File: src/rtl/b2da_pkg.sv
package b2da_pkg;

	// Fixed field widths of the channels
	localparam int NUMBER_IN_W = 32;
	localparam int COUNT_W     = 5;
	localparam int CHAR_W      = 6;
	localparam int BCD_DIGIT_W = 4;

	// Parameter defaults
	localparam int NUMBER_WIDTH_DEF = 32;
	localparam int MAX_DIGITS_DEF   = 16;

	// ASCII code of the character zero
	localparam logic [CHAR_W-1:0] ASCII_ZERO = 6'd48;

	// Controller states
	typedef enum logic [1:0] {
		ST_IDLE,
		ST_CONV,
		ST_EMIT
	} state_t;

	// Controller to datapath commands
	typedef struct packed {
		logic load;
		logic step;
		logic emit;
	} cmd_t;

	// Datapath to controller status
	typedef struct packed {
		logic count_zero;
		logic conv_done;
		logic last_digit;
	} status_t;

endpackage

File: src/rtl/binary_to_decimal_ascii_digits.sv
// Binary to decimal ASCII converter.
// Input channel (in_valid/in_stall) carries number and digit_count; a request
// is taken when in_valid is high and in_stall low. The block then emits
// digit_count ASCII characters '0'..'9' on the output channel
// (out_valid/out_stall), most significant first, with last on the final one.
// These are the low decimal digits of number; leading zeros are filled in.
// A count above MAX_DIGITS saturates; a count of zero emits nothing.
// Timing: one request at a time. After acceptance the double dabble unit
// runs one shift-add-3 step per cycle over min(NUMBER_WIDTH,32) bits, then
// one character leaves per cycle while out_stall is low. The first character
// is valid once the last step has been made.
// When the receiver stalls, the current character and last hold steady and
// no new request is taken until the final character is delivered.
// Reset (arst_n low) returns the controller to idle, ready for a request,
// with out_valid low.
module binary_to_decimal_ascii_digits #(
	parameter int NUMBER_WIDTH = b2da_pkg::NUMBER_WIDTH_DEF,
	parameter int MAX_DIGITS   = b2da_pkg::MAX_DIGITS_DEF
) (
	input  logic                             clk,
	input  logic                             arst_n,
	input  logic                             in_valid,
	output logic                             in_stall,
	input  logic [b2da_pkg::NUMBER_IN_W-1:0] number,
	input  logic [b2da_pkg::COUNT_W-1:0]     digit_count,
	output logic                             out_valid,
	input  logic                             out_stall,
	output logic [b2da_pkg::CHAR_W-1:0]      ascii_char,
	output logic                             last
);

	b2da_pkg::cmd_t    cmd;
	b2da_pkg::status_t status;

	// Sequencer
	b2da_ctrl u_ctrl (
		.clk       (clk),
		.arst_n    (arst_n),
		.in_valid  (in_valid),
		.in_stall  (in_stall),
		.out_valid (out_valid),
		.out_stall (out_stall),
		.status    (status),
		.cmd       (cmd)
	);

	// Conversion datapath
	b2da_datapath #(
		.NUMBER_WIDTH (NUMBER_WIDTH),
		.MAX_DIGITS   (MAX_DIGITS)
	) u_datapath (
		.clk         (clk),
		.number      (number),
		.digit_count (digit_count),
		.ascii_char  (ascii_char),
		.last        (last),
		.cmd         (cmd),
		.status      (status)
	);

endmodule

File: src/rtl/b2da_ctrl.sv
module b2da_ctrl (
	input  logic              clk,
	input  logic              arst_n,
	input  logic              in_valid,
	output logic              in_stall,
	output logic              out_valid,
	input  logic              out_stall,
	input  b2da_pkg::status_t status,
	output b2da_pkg::cmd_t    cmd
);

	b2da_pkg::state_t state_q;
	b2da_pkg::state_t state_d;

	// State register
	always_ff @(posedge clk or negedge arst_n) begin
		if (!arst_n) begin
			state_q <= b2da_pkg::ST_IDLE;
		end else begin
			state_q <= state_d;
		end
	end

	// Next state and commands
	always_comb begin
		state_d   = state_q;
		cmd       = '0;
		in_stall  = 1'b1;
		out_valid = 1'b0;
		case (state_q)
			b2da_pkg::ST_IDLE: begin
				in_stall = 1'b0;
				if (in_valid) begin
					cmd.load = 1'b1;
					// zero count: nothing to emit, stay ready
					if (!status.count_zero) begin
						state_d = b2da_pkg::ST_CONV;
					end
				end
			end
			b2da_pkg::ST_CONV: begin
				cmd.step = 1'b1;
				if (status.conv_done) begin
					state_d = b2da_pkg::ST_EMIT;
				end
			end
			b2da_pkg::ST_EMIT: begin
				out_valid = 1'b1;
				if (!out_stall) begin
					cmd.emit = 1'b1;
					if (status.last_digit) begin
						state_d = b2da_pkg::ST_IDLE;
					end
				end
			end
			default: begin
				state_d = b2da_pkg::ST_IDLE;
			end
		endcase
	end

endmodule

File: src/rtl/b2da_datapath.sv
module b2da_datapath #(
	parameter int NUMBER_WIDTH = b2da_pkg::NUMBER_WIDTH_DEF,
	parameter int MAX_DIGITS   = b2da_pkg::MAX_DIGITS_DEF
) (
	input  logic                               clk,
	input  logic [b2da_pkg::NUMBER_IN_W-1:0]   number,
	input  logic [b2da_pkg::COUNT_W-1:0]       digit_count,
	output logic [b2da_pkg::CHAR_W-1:0]        ascii_char,
	output logic                               last,
	input  b2da_pkg::cmd_t                     cmd,
	output b2da_pkg::status_t                  status
);

	// Bits that can be nonzero: the field is 32 bits wide
	localparam int CONV_W = (NUMBER_WIDTH < b2da_pkg::NUMBER_IN_W) ?
		NUMBER_WIDTH : b2da_pkg::NUMBER_IN_W;
	localparam int STEP_W = $clog2(CONV_W);
	localparam int IDX_W  = (MAX_DIGITS > 1) ? $clog2(MAX_DIGITS) : 1;
	localparam int BCD_W  = MAX_DIGITS * b2da_pkg::BCD_DIGIT_W;

	logic [CONV_W-1:0]                             bin_q;
	logic [MAX_DIGITS-1:0][b2da_pkg::BCD_DIGIT_W-1:0] bcd_q;
	logic [MAX_DIGITS-1:0][b2da_pkg::BCD_DIGIT_W-1:0] adj;
	logic [BCD_W:0]                                shift_w;
	logic [STEP_W-1:0]                             step_q;
	logic [IDX_W-1:0]                              pos_q;
	logic [b2da_pkg::COUNT_W-1:0]                  cnt_sat;

	// Saturate the requested count
	assign cnt_sat = (digit_count > b2da_pkg::COUNT_W'(MAX_DIGITS)) ?
		b2da_pkg::COUNT_W'(MAX_DIGITS) : digit_count;

	// Add 3 to every digit of 5 or more before the shift
	always_comb begin
		for (int i = 0; i < MAX_DIGITS; i++) begin
			adj[i] = (bcd_q[i] >= 4'd5) ? bcd_q[i] + 4'd3 : bcd_q[i];
		end
	end

	// Adjusted digits shifted left by one, next binary bit in at the bottom
	assign shift_w = {adj, bin_q[CONV_W-1]};

	// Double dabble shift registers and emit position
	always_ff @(posedge clk) begin
		if (cmd.load) begin
			bin_q  <= number[CONV_W-1:0];
			bcd_q  <= '0;
			step_q <= STEP_W'(CONV_W - 1);
			pos_q  <= IDX_W'(cnt_sat - b2da_pkg::COUNT_W'(1));
		end else if (cmd.step) begin
			bin_q  <= {bin_q[CONV_W-2:0], 1'b0};
			bcd_q  <= shift_w[BCD_W-1:0];
			step_q <= step_q - STEP_W'(1);
		end else if (cmd.emit) begin
			pos_q <= pos_q - IDX_W'(1);
		end
	end

	// Character out of the current digit
	assign ascii_char = b2da_pkg::ASCII_ZERO +
		b2da_pkg::CHAR_W'(bcd_q[pos_q]);
	assign last       = (pos_q == '0);

	assign status.count_zero = (digit_count == '0);
	assign status.conv_done  = (step_q == '0);
	assign status.last_digit = last;

endmodule

File: config.mk
export PLATFORM = sky130hd
export DESIGN_NAME = binary_to_decimal_ascii_digits
export DESIGN_NICKNAME = d
export VERILOG_FILES = /design/src/rtl/b2da_pkg.sv /design/src/rtl/binary_to_decimal_ascii_digits.sv /design/src/rtl/b2da_ctrl.sv /design/src/rtl/b2da_datapath.sv
export SDC_FILE = /design/constraint.sdc
export NUM_CORES = 1
export LEC_CHECK = 0
export ABC_AREA = 1
export BUFFER_PORTS_ARGS = -buffer_cell sky130_fd_sc_hd__buf_2
export CORE_UTILIZATION = 60
export DETAILED_ROUTE_END_ITERATION = 12
export PLACE_DENSITY = 0.8
export SLEW_MARGIN = 20
export SYNTH_ARGS = -nofsm -noshare
export SYNTH_HDL_FRONTEND = slang
export SYNTH_SLANG_ARGS = --single-unit
File: constraint.sdc
create_clock -name clk -period 2 [get_ports clk]
set_input_delay 0.3 -clock clk [delete_from_list [all_inputs] [get_ports clk]]
set_output_delay 0.3 -clock clk [all_outputs]
set_load 0.03 [all_outputs]
==> impl_metrics.py, run 1 <==
metrics = {
    "sta": {
        "setup_tns_ns": -0.4820,
        "finalHoldWorstSlack_ns": 0.1695,
        "finalCriticalPeriod_ns": 2.140,
        "worst_slew_pin_slew_ns": 0.6240,
        "relSlewSlack_pct": 58.04,
        "setup_ws_ns": -0.1401,
        "timing.final.crit_share_pct": 107.0,
        "timing.final.hold_violations": 0,
        "grt_setup_unrepaired": "yes",
        "max_freq_mhz": 467.3,
        "setup_viol_count_final": 4,
        "final_max_slew_viol_count": 0,
        "skew_ns": 0.009333,
    },
    "clock_network": {
        "cts_sinks": 107,
        "root_buffer": "clkbuf_8",
        "h-tree-depth": 3,
        "cts_tree": "yes",
        "cts-buffers-inserted": 9,
        "clockBufferDepth": 2,
        "path_clk_slew_ns": 0.11,
        "clkLatencyLatePin_ns": 0.38,
    },
    "route": {
        "wirelength_um": 13660,
        "ant_nets": 0,
        "initialDrtViolationCount": 298,
        "drc": 0,
        "wl_per_cell_um": 13.75,
        "count_of_vias_placed_by_the_detailed_router": 5404,
        "routed_via_density": 5.442,
        "drt_pre_antenna_iters": 6,
    },
    "final_layout": {
        "num_antenna_cells": 0,
        "layout.filler_cells": 836,
        "fin_nets": 931,
        "layout-drive-gt1-share_pct": 10.58,
        "layout.cells.most_common_list": "231 x nand2_1, 98 x o21ai_0, 93 x inv_1",
        "area_delta_synth_final_pct": 11.55,
        "final_area_sq_um": 6656,
        "most_common_cell_after_layout_fill_and_taps_aside": "nand2_1",
    },
    "pwr": {
        "power_per_cell_area_nw_per_um2": 1682,
        "power.ir.vdd_worst_v": 0.0009581,
        "cell_leakage_power_uw": 0.003214,
        "p_total_uw": 11190,
    },
    "place": {
        "io_buffers": 47,
        "post-dp-hpwl_um": 9261,
        "post_dp_cell_area_sq_um": 6339,
        "routabilityCongestion": 0.9064,
    },
    "synth": {
        "synth_seq_cells": 107,
        "synth.yosys.warnings": 0,
        "synth_sequential_area_ratio_pct": 42.11,
        "synth_edf_count": 36,
        "unique_cell_type_count_in_the_yosys_netlist": 29,
        "synth_top_flop_cell": "dfxtp_1",
        "async_reset_ff_share_pct": 1.869,
        "netlist_area_sq_um": 5967,
        "synthCells": 810,
        "post_synthesis_average_cell_area_sq_um": 7.367,
    },
    "critical_path": {
        "timing.critical_path.slowest_cell_delay_ns": 0.45,
        "required_time_at_the_worst_slack_endpoint_ns": 1.70,
        "startpoint_types": "flop",
        "critical_path.most_common_cell": "nand2_1",
        "critical_path.max_fanout": 8,
        "critical_path.slowest_cell": "edfxtp_1",
        "timing.critical_path.to_type": "output port",
        "timing.critical_path.arrival_ns": 1.84,
        "worstPathCellList": "buf_6, buf_16, o211ai_1, nand2_1, nand2_1, nand2_1, inv_1, nand2_1, buf_6",
        "criticalPathCategory": "flop to output port",
    },
    "die": {
        "floorplan.rows": 36,
        "initial_core_util_pct": 61.61,
        "design.core.area_sq_um": 9684,
        "die_height_um": 101.7,
        "design.die.area_sq_um": 10350,
        "io-pin-count": 50,
        "fp.dieW_um": 101.7,
    },
    "global_route": {
        "grt_start_max_net_pins": 49,
        "antenna_found_initial": 0,
        "grt_use_total_pct": 27.76,
        "global_route.overflow_total": 0,
        "grt_first_pass_wirelength_um": 22290,
        "grt_pass1_vias": 4936,
    },
    "run_status": {
        "status": "finished with violations",
        "failed_checks": "negative setup slack",
    },
    "hold_path": {
        "hold_removal_path_class": "input port to flop",
    },
    "flow_run": {
        "cap_violations": 0,
    },
}
[sequential cells by signal, indices dropped and copies added (netlist names)]
name and cells:
u_ctrl.state_q 2, u_datapath.bcd_q 64, u_datapath.bin_q 32, u_datapath.pos_q 4, u_datapath.step_q 5
[critical path: cells and delay by family (launching register included)]
family	cells	cell delay [ns]
buffers and inverters	4	0.51
flip-flops	1	0.45
AND/OR/NAND/NOR	4	0.28
AO/OA/AOI/OAI	1	0.21
[layout make-up]
type / instances / area, sq um / share of cell area, %
tap: 133 / 166.4 / 2.500
sequential: 107 / 2512 / 37.74
clock inverter: 5 / 38.79 / 0.5827
clock buffer: 11 / 142.6 / 2.143
timing repair buffer: 64 / 489.2 / 7.350
multi-input combinational: 575 / 2937 / 44.12
inverter: 98 / 370.4 / 5.564
[cell usage after synthesis, types with 18 or more instances]
master | number | area, sq um
buf_2 | 18 | 90.09
inv_1 | 93 | 349.1
nand3_1 | 55 | 275.3
dfxtp_1 | 69 | 1381
a21oi_1 | 44 | 220.2
edfxtp_1 | 36 | 1081
nand2_1 | 233 | 874.6
nor2_1 | 47 | 176.4
o21ai_0 | 100 | 500.5
ha_1 | 35 | 437.9
[report_power, final]
part,switching [uW],internal [uW],leakage (uW)
sequential,766,3530,0.000978
clock,768,497,0.0000925
combinational,3520,2110,0.00214
[stage by stage]
step / std cells / util (%) / setup slack [ns]
after floorplan: 811 / - / 0.3350
after global placement: 972 / 65.45 / 0.2380
after detailed placement: 972 / 65.45 / 0.1241
after CTS: 992 / 68.37 / -0.1395
after global routing: 993 / 68.73 / -0.2515
final: 993 / 68.73 / -0.1401
[per-layer routing]
layer	part of all wire [%]	GRT usage, %	vias up	routed length [um]
li1	-	-	2741	-
met1	45	34.61	2470	6095
met2	47	47.04	167	6441
met3	6.1	6.556	26	839
met4	2.1	9.699	0	280
met5	0	0	-	0
[kinds of logic (layout without fill, tap and decap cells)]
logic type,Yosys count,count (layout),synth area share (%)
AOI/OAI and AO/OA,179,179,16.10
xor gates and xnor gates,16,16,2.348
adders and majority gates,35,35,7.339
buffers and inverters,129,178,8.870
DFF,107,107,42.11
other,1,2,0.06285
and+or+nand+nor,343,343,23.17
[worst paths after layout]
path	from	end	slack, ns	depth (start not counted)
worst min register to register	u_datapath.bin_q[31]	u_datapath.bcd_q[0]	0.46	2
worst max register to register	u_ctrl.state_q[0]	u_datapath.pos_q[2]	0.37	6
worst max-delay path	u_datapath.pos_q[0]	ascii_char[0]	-0.14	9
min in group asynchronous	arst_n	u_ctrl.state_q[0]	0.26	2
worst min-delay path	number[10]	u_datapath.bin_q[10]	0.17	3
max in group asynchronous	arst_n	u_ctrl.state_q[1]	1.64	2
[timing repair]
item,in CTS,in global routing
gates cloned,2,1
gates resized for setup,13,5
setup buffers,1,0
endpoints found under the setup margin,5,5
hold buffers,1,0
pin swaps,6,4
endpoints found under the hold margin,2,0
Power figures use the tool's default switching activity.
==> run 2, diff against run 1 <==
==> constraint.sdc (replaced) <==
create_clock -name clk -period 2.1 [get_ports clk]
set_input_delay 0.315 -clock clk [delete_from_list [all_inputs] [get_ports clk]]
set_output_delay 0.315 -clock clk [all_outputs]
set_load 0.03 [all_outputs]
==> run 2 against run 1 <==
The run still ends with negative setup slack left. Critical path depth shrank 2. Clock skew shrank 0.00087 ns. Sequential power fell by 5.1%. Cell area is 0.34% higher. Die area unchanged. Clock-buffer cell count decreased by 2. Sequential share of layout area down 0.13 points. First-iteration DRC count fell by 3.7%. Via count increased by 0.57%.
==> impl_metrics.py, run 2 (synthesis results as in run 1) <==
metrics = {
    "sta": {
        "setup_viol_count_final": 4,
        "max_freq_mhz": 455.2,
        "worst_slew_pin_slew_ns": 0.6164,
        "skew_ns": 0.008464,
        "setup_ws_ns": -0.09679,
        "relSlewSlack_pct": 58.56,
        "timing.final.crit_share_pct": 104.6,
        "final_max_slew_viol_count": 0,
        "finalCriticalPeriod_ns": 2.197,
        "grt_setup_unrepaired": "yes",
        "timing.final.hold_violations": 0,
    },
    "route": {
        "routed_via_density": 5.484,
        "wl_per_cell_um": 13.57,
        "wirelength_um": 13450,
        "ant_nets": 0,
        "drt_pre_antenna_iters": 5,
        "drc": 0,
        "initialDrtViolationCount": 287,
        "count_of_vias_placed_by_the_detailed_router": 5435,
    },
    "place": {
        "routabilityCongestion": 0.8314,
        "io_buffers": 47,
        "post-dp-hpwl_um": 9114,
        "dp_slack_ns": 0.2312,
    },
    "final_layout": {
        "most_common_cell_after_layout_fill_and_taps_aside": "nand2_1",
        "largest_register_ff_count": 64,
        "largestRegisters": "u_datapath.bcd_q (64), u_datapath.bin_q (32), u_datapath.step_q (5)",
        "largest-register": "u_datapath.bcd_q",
        "area_delta_synth_final_pct": 11.93,
        "layout.filler_cells": 807,
        "fin_util_pct": 68.97,
        "layout.cells.most_common_list": "232 x nand2_1, 98 x o21ai_0, 93 x inv_1",
        "num_antenna_cells": 0,
        "fin_nets": 929,
        "layout-drive-gt1-share_pct": 10.37,
    },
    "critical_path": {
        "startpoint_types": "flop",
        "worstPathCellList": "buf_6, buf_16, o211ai_1, nand3_1, nand3_1, nand2_1, buf_6",
        "critical_path.slowest_cell": "edfxtp_1",
        "criticalPathCategory": "flop to output port",
        "timing.critical_path.arrival_ns": 1.88,
        "critical_path.max_fanout": 15,
        "timing.critical_path.slowest_cell_delay_ns": 0.45,
        "required_time_at_the_worst_slack_endpoint_ns": 1.78,
        "timing.critical_path.to_type": "output port",
    },
    "clock_network": {
        "cts_tree": "yes",
        "cts-buffers-inserted": 9,
        "path_clk_slew_ns": 0.11,
        "cts_sinks": 107,
        "h-tree-depth": 3,
        "clockBufferDepth": 2,
        "clkLatencyLatePin_ns": 0.40,
        "root_buffer": "clkbuf_8",
    },
    "global_route": {
        "grt_first_pass_wirelength_um": 22230,
        "grt_use_total_pct": 27.53,
        "grt_start_max_net_pins": 50,
        "antenna_found_initial": 0,
        "grt_pass1_vias": 4967,
        "global_route.overflow_total": 0,
    },
    "die": {
        "initial_core_util_pct": 61.61,
        "fp.dieW_um": 101.7,
        "die_height_um": 101.7,
        "io-pin-count": 50,
        "design.core.area_sq_um": 9684,
        "floorplan.rows": 36,
        "design.die.area_sq_um": 10350,
    },
    "pwr": {
        "power_per_cell_area_nw_per_um2": 1619,
        "p_total_uw": 10810,
        "power.ir.vdd_worst_v": 0.0007800,
        "cell_leakage_power_uw": 0.003218,
    },
    "run_status": {
        "status": "finished with violations",
        "failed_checks": "negative setup slack",
    },
    "hold_path": {
        "hold_removal_path_class": "input port to flop",
    },
    "flow_run": {
        "cap_violations": 0,
    },
}
run 2: per-layer routing:
layer | vias to the layer above | global-route usage, % | part of all wire (%)
met5 | - | 0 | 0
li1 | 2737 | - | -
met3 | 16 | 5.866 | 5.6
met4 | 0 | 8.919 | 1.3
met2 | 174 | 48.13 | 49
met1 | 2508 | 33.79 | 44
run 2: where the power goes:
group / total (uW) / switching, uW / internal (uW)
sequential: 4080 / 719 / 3360
combinational: 5350 / 3340 / 2000
clock: 1390 / 801 / 587
run 2: area by class of cell:
class | count | area (sq um) | area share, %
Timing Repair Buffer | 62 | 473.0 | 7.081
Inverter | 98 | 370.4 | 5.545
Tap cell | 133 | 166.4 | 2.492
Sequential cell | 107 | 2512 | 37.62
Clock inverter | 7 | 91.34 | 1.368
Clock buffer | 9 | 123.9 | 1.855
Multi-Input combinational cell | 575 | 2942 | 44.04
run 2: worst max-delay path: cells and delay by family, from the launching register on:
family / cells / cell delay [ns]
flops: 1 / 0.45
compound gates: 1 / 0.22
simple gates: 3 / 0.34
buf+inv: 3 / 0.46
run 2: timing repair:
action	4_1_cts	5_1_grt
endpoints found under the hold margin	2	0
hold buffers	1	0
setup buffers	2	0
pin swaps	7	1
setup endpoints to repair	4	4
gates cloned	2	0
resized for setup	15	4
run 2: per-stage QoR:
stage / instances / hold WS, ns / area, sq um / TNS (ns)
floorplan: 811 / 0.01941 / 5971 / 0
global placement: 970 / 0.1005 / 6336 / 0
detailed placement: 970 / 0.1024 / 6336 / 0
CTS: 991 / 0.1632 / 6665 / -0.1325
global route: 991 / 0.1684 / 6679 / -0.4902
finish: 991 / 0.1741 / 6679 / -0.1445
run 2: worst paths after layout:
kind | from | to | slack (ns) | depth (start not counted)
max reg2reg | u_datapath.pos_q[0] | u_datapath.pos_q[2] | 0.43 | 8
max in group asynchronous | arst_n | u_ctrl.state_q[0] | 1.78 | 2
max | u_datapath.pos_q[0] | ascii_char[0] | -0.1 | 7
min in group asynchronous | arst_n | u_ctrl.state_q[1] | 0.23 | 2
min reg2reg | u_datapath.bin_q[31] | u_datapath.bcd_q[0] | 0.46 | 2
min | number[11] | u_datapath.bin_q[11] | 0.17 | 3
